File: src/sv/weighted_sigmoid_bce_loss_assert.svh
// Assertion macros for the RTL in weighted_sigmoid_bce_loss.sv.
`ifndef WEIGHTED_SIGMOID_BCE_LOSS_ASSERT_SVH
`define WEIGHTED_SIGMOID_BCE_LOSS_ASSERT_SVH
`ifndef SYNTH
`define WSBL_ASSERT_IMP(lbl, clk, rstn, ante, cons) \
    lbl: assert property (@(posedge clk) disable iff (!rstn) (ante) |-> (cons)) \
        else $error("assertion failed");
`define WSBL_ASSERT_NXT(lbl, clk, rstn, ante, cons) \
    lbl: assert property (@(posedge clk) disable iff (!rstn) (ante) |=> (cons)) \
        else $error("assertion failed");
`else
`define WSBL_ASSERT_IMP(lbl, clk, rstn, ante, cons)
`define WSBL_ASSERT_NXT(lbl, clk, rstn, ante, cons)
`endif
`endif

File: src/sv/wsbl_ram.sv
`default_nettype none
module wsbl_ram #(
    parameter int WIDTH = 16,
    parameter int DEPTH = 64
) (
    input  wire logic                                  aclk,
    input  wire logic                                  wr_en,
    input  wire logic [(DEPTH > 1 ? $clog2(DEPTH) : 1)-1:0] wr_addr,
    input  wire logic [WIDTH-1:0]                      wr_data,
    input  wire logic [(DEPTH > 1 ? $clog2(DEPTH) : 1)-1:0] rd_addr,
    output logic      [WIDTH-1:0]                      rd_data
);
    logic [WIDTH-1:0] mem [DEPTH];

    always_ff @(posedge aclk) begin
        if (wr_en) begin
            mem[wr_addr] <= wr_data;
        end
        rd_data <= mem[rd_addr];
    end
endmodule
`default_nettype wire

File: config.mk
export PLATFORM = sky130hd
export DESIGN_NAME = wsbl_ram
export DESIGN_NICKNAME = d
export VERILOG_FILES = /design/src/sv/weighted_sigmoid_bce_loss_assert.svh /design/src/sv/wsbl_ram.sv
export SDC_FILE = /design/constraint.sdc
export NUM_CORES = 1
export LEC_CHECK = 0
export ABC_AREA = 1
export BUFFER_PORTS_ARGS = -buffer_cell sky130_fd_sc_hd__buf_2
export CORE_UTILIZATION = 30
export DETAILED_ROUTE_END_ITERATION = 10
export GPL_TIMING_DRIVEN = 1
export PLACE_DENSITY = 0.5
export SYNTH_ARGS = -nofsm -noshare
export SYNTH_HDL_FRONTEND = slang
export SYNTH_SLANG_ARGS = --single-unit
File: constraint.sdc
create_clock -name aclk -period 2.5 [get_ports aclk]
set_input_delay 0.125 -clock aclk [delete_from_list [all_inputs] [get_ports aclk]]
set_output_delay 0.125 -clock aclk [all_outputs]
set_load 0.02 [all_outputs]
==> flow_summary_export.csv, run 1 <==
group,metric,value,unit
logic_synthesis,synth.largest_area_cell,"edfxtp_1",
logic_synthesis,synth.area.top_cells,"edfxtp_1 73%, nand2_1 12%, nand3_1 10%",
timing,max_slew.worst_pin.slew,0.887,ns
floorplanning,io-pin-count,46,
timing,rsz0062_at_grt,"no",
critical_path,crit_chain,"nand2_1 -> nand3_1 -> nand3_1 -> nand2_1 -> nand2_1 -> nand3_1 -> nand3_1 -> dlygate4sd3_1 -> nand2_1",
cts,htreeDepth,3,
logic_synthesis,syn-num-nets,3547,
final_layout,areaGrowthSynthToFinish,15.9,%
grt,largest_net_degree_at_the_start_of_global_routing,95,
detailed_routing,detailroute.via_count,27068,
critical_path,critical-path-top-delay-family,"simple AND/OR/NAND/NOR gates",
cts,cts.root.buffer_cell,"clkbuf_16",
critical_path,path_buf_inv,1,
critical_path,crit_fanout,1,
cts,cts_hold_buffers,18,
power,power_density_over_the_cells,763,nW/um^2
logic_synthesis,post_synth_most_frequent_cells,"1,296 x nand2_1, 1,024 x edfxtp_1, 871 x nand3_1",
floorplanning,die_width,377,um
critical_path,cp_slowest_stage_delay,0.55,ns
detailed_routing,vias_per_cell,4.81,
logic_synthesis,synth_edf_count,1024,
timing,finalHoldViolations,0,
final_layout,finalCoreUtilization,35.0,%
timing,maxSlewHeadroom,40.8,%
placed_design,gp_congestion,0.917,
logic_synthesis,syn-instance-count,3517,
final_layout,finish.net_count,3688,
logic_synthesis,async_reset_ff_share,0,%
logic_synthesis,synth_warnings,0,
floorplanning,initial_utilization,30.2,%
placed_design,detailed_place_hpwl,72300,um
logic_synthesis,synth-seq-cells,1040,
timing,setup_viol,0,
critical_path,timing.critical_path.arrival,2.48,ns
logic_synthesis,post-synth-top-area-fraction,73.0,%
timing,layout_min_cycle_time,1.88,ns
cts,tritoncts_clock_tree,"yes",
placed_design,port_buffers,45,
outcome,run_status,"completed",
detailed_routing,drt-pass1-iter-count,6,
job,maxCapViolations,0,
logic_synthesis,yosysUniqueCellTypes,16,
floorplanning,fp.coreArea,139000,um^2
logic_synthesis,yosys.cell_count.top_type,"nand2_1",
power,irDropWorstVdd,0.000540,V
placed_design,worst_slack_placed,0.204,ns
critical_path,crit_path_end_kind,"flop",
worst_hold_path,hold_path_class,"in2reg",
grt,grt_remaining_overflow,0,
cts,path_clk_slew,0.06,ns
floorplanning,die-area,142000,um^2
power,power.static_leakage,17.4,nW
cts,post-cts-setup-buffers,0,
critical_path,crit_required,3.10,ns
cts,max-clock-path-buffers,3,
cts,cts_inserted_buffers,108,
grt,first_global_vias,25660,
logic_synthesis,synth_sequential_area_ratio,73.8,%
logic_synthesis,syn-mean-instance-area,12.0,um^2
timing,postLayoutSetupSlackWorst,0.619,ns
critical_path,cp-start-kind,"flop",
logic_synthesis,mappedNetlistArea,42100,um^2
detailed_routing,detail_route.drc_violations,0,
cts,post_cts.resized_instances,0,
grt,first_pass_grt_wire_length,178000,um
cts,cts.sink_count,1040,
cts,clock_latency,0.73,ns
placed_design,numPlacedInstances,5406,
floorplanning,std_cell_rows,137,
grt,initial_antenna_violation_count,8,
critical_path,timing_worst_setup_path_type,"reg2reg",
detailed_routing,drt.antenna.violating_nets,0,
detailed_routing,drt-initial-drc-count,2437,
logic_synthesis,synth-main-ff-cell,"edfxtp_1",
detailed_routing,wire_per_inst,21.6,um
timing,max_clock_freq,0.532,GHz
final_layout,ratio_of_cells_with_drive_above_1_in_the_final_layout,10.7,%
final_layout,finalNonFillerCells,5623,
grt,grt.total_usage,17.0,%
detailed_routing,drt_wirelength,121000,um
floorplanning,die_h,377,um
timing,finalCritPeriodShare,75.3,%
timing,clock_skew,0.0498,ns
critical_path,cp_slowest_cell,"dlygate4sd3_1",
timing,drv_slew,0,
==> sequential cells by signal, indices dropped and copies added (netlist names) <==
name,count
mem,1024
rd_data,16
==> metal layers <==
| metal | part of all wire, % | GRT usage [%] | up-vias |
|---|---|---|---|
| li1 | - | - | 12689 |
| met4 | 2.3 | 4.18 | 6 |
| met5 | 0.030 | 0 | - |
| met1 | 45 | 23.7 | 13401 |
| met3 | 7.3 | 4.08 | 161 |
| met2 | 46 | 26.5 | 811 |
==> worst reg2reg max path, stage by stage, from the launching register on <==
cell and delay, ns:
edfxtp_1 0.35, nand2_1 0.07, nand3_1 0.09, nand3_1 0.12
nand2_1 0.16, nand2_1 0.11, nand3_1 0.15, nand3_1 0.11
dlygate4sd3_1 0.55, nand2_1 0.05
==> power by group <==
group | switching, W | total, W | leakage (nW) | internal, W
registers | 0.0000737 | 0.0194 | 9.35 | 0.0193
clock network | 0.00683 | 0.0153 | 1.59 | 0.00851
logic | 0.00184 | 0.00253 | 6.43 | 0.000683
==> worst paths after layout <==
| check | from | endpoint | slack [ns] | cells after the start |
|---|---|---|---|---|
| max | mem[43][2]$_DFFE_PP_ | rd_data[2]$_DFF_P_ | 0.62 | 9 |
| min | rd_addr[3] | rd_data[4]$_DFF_P_ | 0.05 | 6 |
| max reg2reg | mem[43][2]$_DFFE_PP_ | rd_data[2]$_DFF_P_ | 0.62 | 9 |
| min reg2reg | mem[52][14]$_DFFE_PP_ | rd_data[14]$_DFF_P_ | 0.81 | 8 |
==> cells by family after synthesis <==
family / synth area share [%]
buffers and inverters: 3.54
and+or+nand+nor: 22.7
DFF: 73.8
==> cells in the final DEF, fill, tap and decap left out <==
| master | synthesis | layout |
|---|---|---|
| nor4_2 | 0 | 8 |
| inv_2 | 2 | 1 |
| inv_16 | 0 | 3 |
| buf_6 | 49 | 1 |
| nand3_1 | 871 | 871 |
| buf_8 | 1 | 2 |
| buf_4 | 19 | 154 |
| inv_6 | 0 | 3 |
| clkinv_2 | 0 | 9 |
| nor2_2 | 0 | 15 |
| inv_1 | 9 | 8 |
| buf_12 | 0 | 39 |
| bufinv_16 | 0 | 5 |
| dfxtp_1 | 16 | 16 |
| clkbuf_16 | 0 | 108 |
| clkinv_1 | 0 | 25 |
| clkinvlp_4 | 0 | 5 |
| nand2_1 | 1296 | 1296 |
| diode_2 | 0 | 4 |
| clkbuf_1 | 26 | 34 |
| inv_4 | 0 | 1 |
| dlygate4sd3_1 | 0 | 18 |
| clkinv_8 | 0 | 2 |
| edfxtp_1 | 1024 | 1024 |
| nor2_1 | 56 | 41 |
| inv_8 | 1 | 1 |
| nand4_1 | 9 | 9 |
| buf_2 | 113 | 42 |
| clkinv_16 | 0 | 2 |
==> stage by stage <==
stage	setup TNS, ns	power (W)	hold WS (ns)	cell area, um^2
2_1_floorplan	-22.92	0.0210	0.224	42100
3_3_place_gp	0	0.0222	0.492	45300
3_5_place_dp	0	0.0222	0.504	45300
4_1_cts	0	0.0376	0.0190	48800
5_1_grt	0	0.0384	0.0635	48800
6_report	0	0.0372	0.0529	48800
==> final cells by class <==
cell class	instances	area, um^2
clock buffers	142	2830
diodes	4	10.0
multi-input cells	2240	9630
clock inverters	53	485
inverters	12	71.3
repair buffers	256	2370
fillers	13667	90500
well taps	1876	2350
flip-flops and latches	1040	31100
Power figures use the tool's default switching activity.
==> run 2: changes to the inputs <==
--- a/config.mk
+++ b/config.mk
@@ -5,12 +5,12 @@
 export SDC_FILE = /design/constraint.sdc
 export NUM_CORES = 1
 export LEC_CHECK = 0
-export ABC_AREA = 1
+export ABC_AREA = 0
 export BUFFER_PORTS_ARGS = -buffer_cell sky130_fd_sc_hd__buf_2
 export CORE_UTILIZATION = 30
 export DETAILED_ROUTE_END_ITERATION = 10
 export GPL_TIMING_DRIVEN = 1
-export PLACE_DENSITY = 0.5
+export PLACE_DENSITY = 0.49
 export SYNTH_ARGS = -nofsm -noshare
 export SYNTH_HDL_FRONTEND = slang
 export SYNTH_SLANG_ARGS = --single-unit
==> constraint.sdc (replaced) <==
create_clock -name aclk -period 1.9 [get_ports aclk]
set_input_delay 0.095 -clock aclk [delete_from_list [all_inputs] [get_ports aclk]]
set_output_delay 0.095 -clock aclk [all_outputs]
set_load 0.02 [all_outputs]
==> run 2 against run 1 <==
  * Combinational power increased by 17%
  * Sequential power increased by 31%
  * Largest cell class unchanged
  * Largest power group unchanged
  * Global-route usage decreased by 1.4 points
  * Clock power increased by 39%
  * Critical path type unchanged
==> flow_summary_export.csv, run 2 <==
group,metric,value,unit
logic_synthesis,synth_sequential_area_ratio,77.6,%
critical_path,timing.critical_path.arrival,2.44,ns
detailed_routing,wire_per_inst,26.2,um
placed_design,detailed_place_hpwl,66500,um
cts,cts_inserted_buffers,109,
job,maxCapViolations,0,
floorplanning,die-area,135000,um^2
cts,cts.sink_count,1040,
grt,largest_net_degree_at_the_start_of_global_routing,65,
final_layout,finish.net_count,2199,
logic_synthesis,synth-seq-cells,1040,
power,power_density_over_the_cells,1020,nW/um^2
grt,first_pass_grt_wire_length,151000,um
detailed_routing,vias_per_cell,4.90,
final_layout,seq_area,31100,um^2
final_layout,largest_register_ffs,1024,
critical_path,worst-r2r-setup-slack,0.002,ns
floorplanning,io-pin-count,46,
placed_design,port_buffers,45,
cts,post-cts-setup-buffers,0,
logic_synthesis,async_reset_ff_share,0,%
logic_synthesis,synth_edf_count,1024,
logic_synthesis,post-synth-top-area-fraction,76.8,%
cts,max-clock-path-buffers,3,
logic_synthesis,syn-mean-instance-area,21.9,um^2
critical_path,cp-start-kind,"flop",
final_layout,areaGrowthSynthToFinish,22.4,%
placed_design,gp_congestion,0.825,
final_layout,finalNonFillerCells,4017,
timing,setup_tns,0,ns
grt,grt.total_usage,15.6,%
power,irDropWorstVdd,0.000705,V
floorplanning,die_h,367,um
cts,clock_latency,0.69,ns
logic_synthesis,yosys.cell_count.top_type,"edfxtp_1",
detailed_routing,drt.antenna.violating_nets,0,
final_layout,mostFrequentLayoutCells,"1,024 x edfxtp_1, 220 x mux4_2, 173 x buf_4",
logic_synthesis,yosysUniqueCellTypes,43,
floorplanning,initial_utilization,30.3,%
grt,grt_remaining_overflow,0,
logic_synthesis,post_synth_most_frequent_cells,"1,024 x edfxtp_1, 220 x mux4_2, 85 x mux2i_1",
final_layout,diodes,0,
logic_synthesis,syn-instance-count,1829,
timing,drv_slew,0,
logic_synthesis,synth-main-ff-cell,"edfxtp_1",
placed_design,numPlacedInstances,3803,
logic_synthesis,mappedNetlistArea,40000,um^2
power,power.static_leakage,15.7,nW
cts,htreeDepth,3,
final_layout,ratio_of_cells_with_drive_above_1_in_the_final_layout,33.2,%
timing,maxSlewHeadroom,39.1,%
critical_path,crit_fanout,1,
timing,setup_viol,0,
outcome,run_status,"completed",
final_layout,multi_input_logic_area,8430,um^2
final_layout,mostFrequentLayoutCell,"edfxtp_1",
grt,first_global_vias,20689,
cts,tritoncts_clock_tree,"yes",
worst_hold_path,hold_path_class,"in2reg",
final_layout,finalCoreUtilization,37.1,%
detailed_routing,detailroute.via_count,19669,
timing,layout_min_cycle_time,1.90,ns
timing,clock_skew,0.0318,ns
floorplanning,die_width,367,um
timing,finalHoldViolations,0,
detailed_routing,drt-initial-drc-count,1923,
critical_path,timing_worst_setup_path_type,"reg2reg",
critical_path,crit_required,2.45,ns
logic_synthesis,syn-num-nets,1859,
timing,max_clock_freq,0.527,GHz
detailed_routing,drt_wirelength,105000,um
timing,rsz0062_at_grt,"yes",
critical_path,crit_path_end_kind,"flop",
logic_synthesis,synth_warnings,0,
floorplanning,std_cell_rows,133,
cts,path_clk_slew,0.06,ns
detailed_routing,drt-pass1-iter-count,5,
final_layout,max_flop_register,"mem",
cts,cts.root.buffer_cell,"clkbuf_16",
logic_synthesis,synth.largest_area_cell,"edfxtp_1",
timing,max_slew.worst_pin.slew,0.913,ns
logic_synthesis,synth.area.top_cells,"edfxtp_1 77%, mux4_2 12%, mux2i_1 2.1%",
final_layout,largest_registers,"mem x1024, rd_data x16",
floorplanning,fp.coreArea,132000,um^2
detailed_routing,detail_route.drc_violations,0,
grt,initial_antenna_violation_count,5,
final_layout,layout.filler_cells,11980,
timing,finalCritPeriodShare,99.9,%
-- run 2: changes by cell type after synthesis, sizes merged, moves of 17 or more --
| cell | previous run | this run |
|---|---|---|
| a21oi | 0 | 17 |
| a22oi | 0 | 39 |
| buf | 199 | 77 |
| mux2 | 0 | 27 |
| mux2i | 0 | 85 |
| mux4 | 0 | 224 |
| nand2 | 1296 | 60 |
| nand3 | 871 | 24 |
| nor2 | 56 | 74 |
| nor2b | 0 | 30 |
-- run 2: logic make-up (layout without fill, tap and decap cells) --
logic type / count (synthesis) / count (layout) / share of synthesized area, %
compound gates: 129 / 129 / 2.41
mux: 336 / 336 / 15.5
simple gates: 220 / 220 / 2.65
buf+inv: 104 / 537 / 1.83
flops: 1040 / 1040 / 77.6
-- run 2: layout make-up --
class	instances	share of cell area (%)
Tap cell	1755	4.48
Multi-Input combinational cell	685	17.2
Clock inverter	60	1.31
Clock buffer	144	6.02
Timing Repair Buffer	333	7.58
Sequential cell	1040	63.4
-- run 2: repair_timing --
action | 4_1_cts | 5_1_grt
endpoints found under the hold margin | 692 | 0
hold buffers | 12 | 0
resized for setup | 19 | 13
pin swaps | 8 | 12
endpoints found under the setup margin | 9 | 10
-- run 2: per-layer routing --
metal	routed length (um)	vias to the layer above	GRT usage, %
li1	-	8390	-
met1	47300	10655	21.6
met2	50800	481	25.5
met3	5020	141	2.72
met4	2170	2	3.33
met5	12	-	0
-- run 2: power by group --
part           total, W  internal, W  switching [W]
Sequential       0.0255       0.0254       0.000104
Clock            0.0213       0.0126        0.00879
Combinational   0.00295      0.00123        0.00172
Total            0.0498       0.0392         0.0106
-- run 2: per-stage QoR --
step / setup WS, ns / total power [W] / hold WS, ns / instance area, um^2
after floorplan: -0.153 / 0.0273 / 0.194 / 40100
after global placement: -0.686 / 0.0289 / 0.560 / 45100
after detailed placement: -0.686 / 0.0289 / 0.555 / 45100
after CTS: -0.0370 / 0.0503 / 0.000692 / 48900
after global routing: -0.0502 / 0.0513 / 0.0191 / 49000
final: 0.00227 / 0.0498 / 0.0411 / 49000
-- run 2: worst paths after layout --
| kind | startpoint | to | cells after the start |
|---|---|---|---|
| max | mem[61][11]$_DFFE_PP_ | rd_data[11]$_DFF_P_ | 5 |
| min | wr_data[6] | mem[35][6]$_DFFE_PP_ | 1 |
| max reg2reg | mem[61][11]$_DFFE_PP_ | rd_data[11]$_DFF_P_ | 5 |
| min reg2reg | mem[26][5]$_DFFE_PP_ | rd_data[5]$_DFF_P_ | 4 |
-- run 2: worst max-delay path: stages (launching register included) --
cell and delay (ns):
edfxtp_1 0.37, mux4_2 0.48, mux2_4 0.30, a221oi_4 0.39, buf_4 0.18, a311oi_2 0.03
==> run 3: changes to the inputs <==
==> constraint.sdc (replaced) <==
create_clock -name aclk -period 1.9 [get_ports aclk]
set_input_delay 0.38 -clock aclk [delete_from_list [all_inputs] [get_ports aclk]]
set_output_delay 0.38 -clock aclk [all_outputs]
set_load 0.02 [all_outputs]
==> run 3 against run 2 <==
  * The flow now finishes with violations (setup timing)
  * Clock power shrank 6%
  * Cell area grew 0.38%
  * Hold slack gained 0.16 ns
  * Critical path depth grew 2
==> flow_summary_export.csv, run 3 (same netlist as run 2, synthesis figures left out) <==
group,metric,value,unit
outcome,run_status,"complete, but fails checks",
outcome,violations,"setup timing",
critical_path,cp_slowest_stage_delay,0.48,ns
power,internal_power,0.0381,W
placed_design,gp_congestion,0.812,
detailed_routing,drt.antenna.violating_nets,0,
placed_design,worst_slack_placed,-0.923,ns
final_layout,finalCoreUtilization,37.3,%
cts,max-clock-path-buffers,3,
grt,grt.total_usage,15.4,%
cts,clock_latency,0.67,ns
power,p_sw_share,21.5,%
cts,cts_inserted_buffers,104,
cts,post-cts-setup-buffers,0,
critical_path,crit_chain,"mux4_2 -> mux2i_1 -> buf_4 -> nand3_4 -> a31oi_4 -> buf_6 -> a311oi_1",
final_layout,finish.net_count,2209,
timing,finalHoldViolations,0,
detailed_routing,drt-initial-drc-count,1659,
detailed_routing,wire_per_inst,25.9,um
power,power.static_leakage,15.7,nW
critical_path,cp_slowest_cell,"mux4_2",
grt,initial_antenna_violation_count,9,
detailed_routing,detailroute.via_count,19470,
detailed_routing,detail_route.drc_violations,0,
critical_path,crit_path_end_kind,"flop",
detailed_routing,drt_wirelength,104000,um
cts,tritoncts_clock_tree,"yes",
placed_design,detailed_place_hpwl,67000,um
power,comb_power_share,6.2,%
grt,first_global_vias,20508,
floorplanning,die_h,367,um
power,irDropWorstVdd,0.000873,V
grt,grt_remaining_overflow,0,
critical_path,cp-start-kind,"flop",
floorplanning,die_width,367,um
final_layout,mostFrequentLayoutCell,"edfxtp_1",
final_layout,largest_registers,"mem x1024, rd_data x16",
timing,hold_slack,0.202,ns
placed_design,numPlacedInstances,3829,
timing,max_slew.worst_pin.slew,0.881,ns
critical_path,crit_required,2.42,ns
power,power.clock.fraction,41.4,%
timing,drv_slew,0,
critical_path,crit_fanout,1,
floorplanning,initial_utilization,30.3,%
timing,rsz0062_at_grt,"yes",
final_layout,mostFrequentLayoutCells,"1,024 x edfxtp_1, 220 x mux4_2, 191 x buf_4",
critical_path,timing_worst_setup_path_type,"reg2reg",
detailed_routing,vias_per_cell,4.84,
timing,max_clock_freq,0.520,GHz
power,power_density_over_the_cells,988,nW/um^2
placed_design,port_buffers,45,
cts,cts.sink_count,1040,
floorplanning,fp.coreArea,132000,um^2
timing,maxSlewHeadroom,41.2,%
timing,setup_viol,2,
power,power.switching,0.0105,W
timing,finalCritPeriodShare,101,%
final_layout,largest_register_ffs,1024,
job,maxCapViolations,0,
final_layout,ratio_of_cells_with_drive_above_1_in_the_final_layout,36.8,%
grt,largest_net_degree_at_the_start_of_global_routing,65,
critical_path,timing.critical_path.arrival,2.44,ns
cts,cts.root.buffer_cell,"clkbuf_16",
cts,cts_hold_buffers,0,
detailed_routing,drt-pass1-iter-count,8,
worst_hold_path,hold_path_class,"in2reg",
timing,layout_min_cycle_time,1.92,ns
timing,clock_skew,0.0192,ns
cts,htreeDepth,3,
timing,postLayoutSetupSlackWorst,-0.0224,ns
final_layout,layout.filler_cells,12041,
floorplanning,io-pin-count,46,
floorplanning,die-area,135000,um^2
grt,first_pass_grt_wire_length,150000,um
final_layout,finalNonFillerCells,4025,
floorplanning,std_cell_rows,133,
cts,path_clk_slew,0.06,ns
power,p_seq_share,52.5,%
final_layout,max_flop_register,"mem",
final_layout,areaGrowthSynthToFinish,22.9,%
-- run 3: changes by cell type in the layout (fill, tap and decap cells not counted), moves of 6 or more --
cell / previous run / this run
buf_12: 101 / 110
buf_4: 173 / 191
clkbuf_1: 28 / 17
clkbuf_16: 111 / 105
clkinv_2: 21 / 29
diode_2: 0 / 6
dlygate4sd3_1: 12 / 0
nand3_1: 24 / 18
nor2_1: 72 / 24
nor2_2: 2 / 25
nor2_4: 0 / 25
-- run 3: area by class of cell --
class / count / area, um^2 / share of cell area (%)
Multi-Input combinational cell: 685 / 8690 / 17.7
Antenna cell: 6 / 15.0 / 0.0305
Timing Repair Buffer: 348 / 3910 / 7.95
Sequential cell: 1040 / 31100 / 63.2
Clock inverter: 69 / 618 / 1.26
Clock buffer: 122 / 2690 / 5.47
Tap cell: 1755 / 2200 / 4.46
-- run 3: power by group through the flow --
stage / Clock (W) / Sequential (W) / Combinational, W
global route: 0.0214 / 0.0255 / 0.00321
CTS: 0.0205 / 0.0255 / 0.00307
floorplan: 0 / 0.0260 / 0.00137
global placement: 0 / 0.0260 / 0.00299
finish: 0.0201 / 0.0255 / 0.00301
detailed placement: 0 / 0.0260 / 0.00302
-- run 3: worst max-delay path: cells and delay by family (launching register included) --
kind / cells / cell delay [ns]
flops: 1 / 0.36
buf+inv: 2 / 0.32
mux: 2 / 0.66
simple gates: 1 / 0.12
compound gates: 2 / 0.32
-- run 3: worst paths after layout --
| check | startpoint | endpoint | slack, ns | cells past startpoint |
|---|---|---|---|---|
| setup / recovery | mem[31][15]$_DFFE_PP_ | rd_data[15]$_DFF_P_ | -0.02 | 7 |
| hold / removal | wr_data[14] | mem[43][14]$_DFFE_PP_ | 0.20 | 1 |
| setup reg to reg | mem[31][15]$_DFFE_PP_ | rd_data[15]$_DFF_P_ | -0.02 | 7 |
| hold reg to reg | mem[37][13]$_DFFE_PP_ | rd_data[13]$_DFF_P_ | 0.90 | 3 |
-- run 3: timing repair --
action | CTS | global route
setup endpoints to repair | 10 | 9
resized for setup | 28 | 5
pin swaps | 15 | 7
-- run 3: stage by stage --
stage / power, W / cell area, um^2 / setup TNS [ns]
global placement: 0.0290 / 45700 / -14.68
finish: 0.0486 / 49200 / -0.0277
CTS: 0.0491 / 49200 / -0.114
global route: 0.0500 / 49200 / -0.426
floorplan: 0.0273 / 40400 / -57.23
detailed placement: 0.0290 / 45700 / -16.84
-- run 3: metal layers --
metal | wire (um) | track usage (%)
met1 | 46600 | 21.4
met2 | 50100 | 24.8
met3 | 5260 | 2.92
met4 | 2340 | 4.09
met5 | 68 | 0
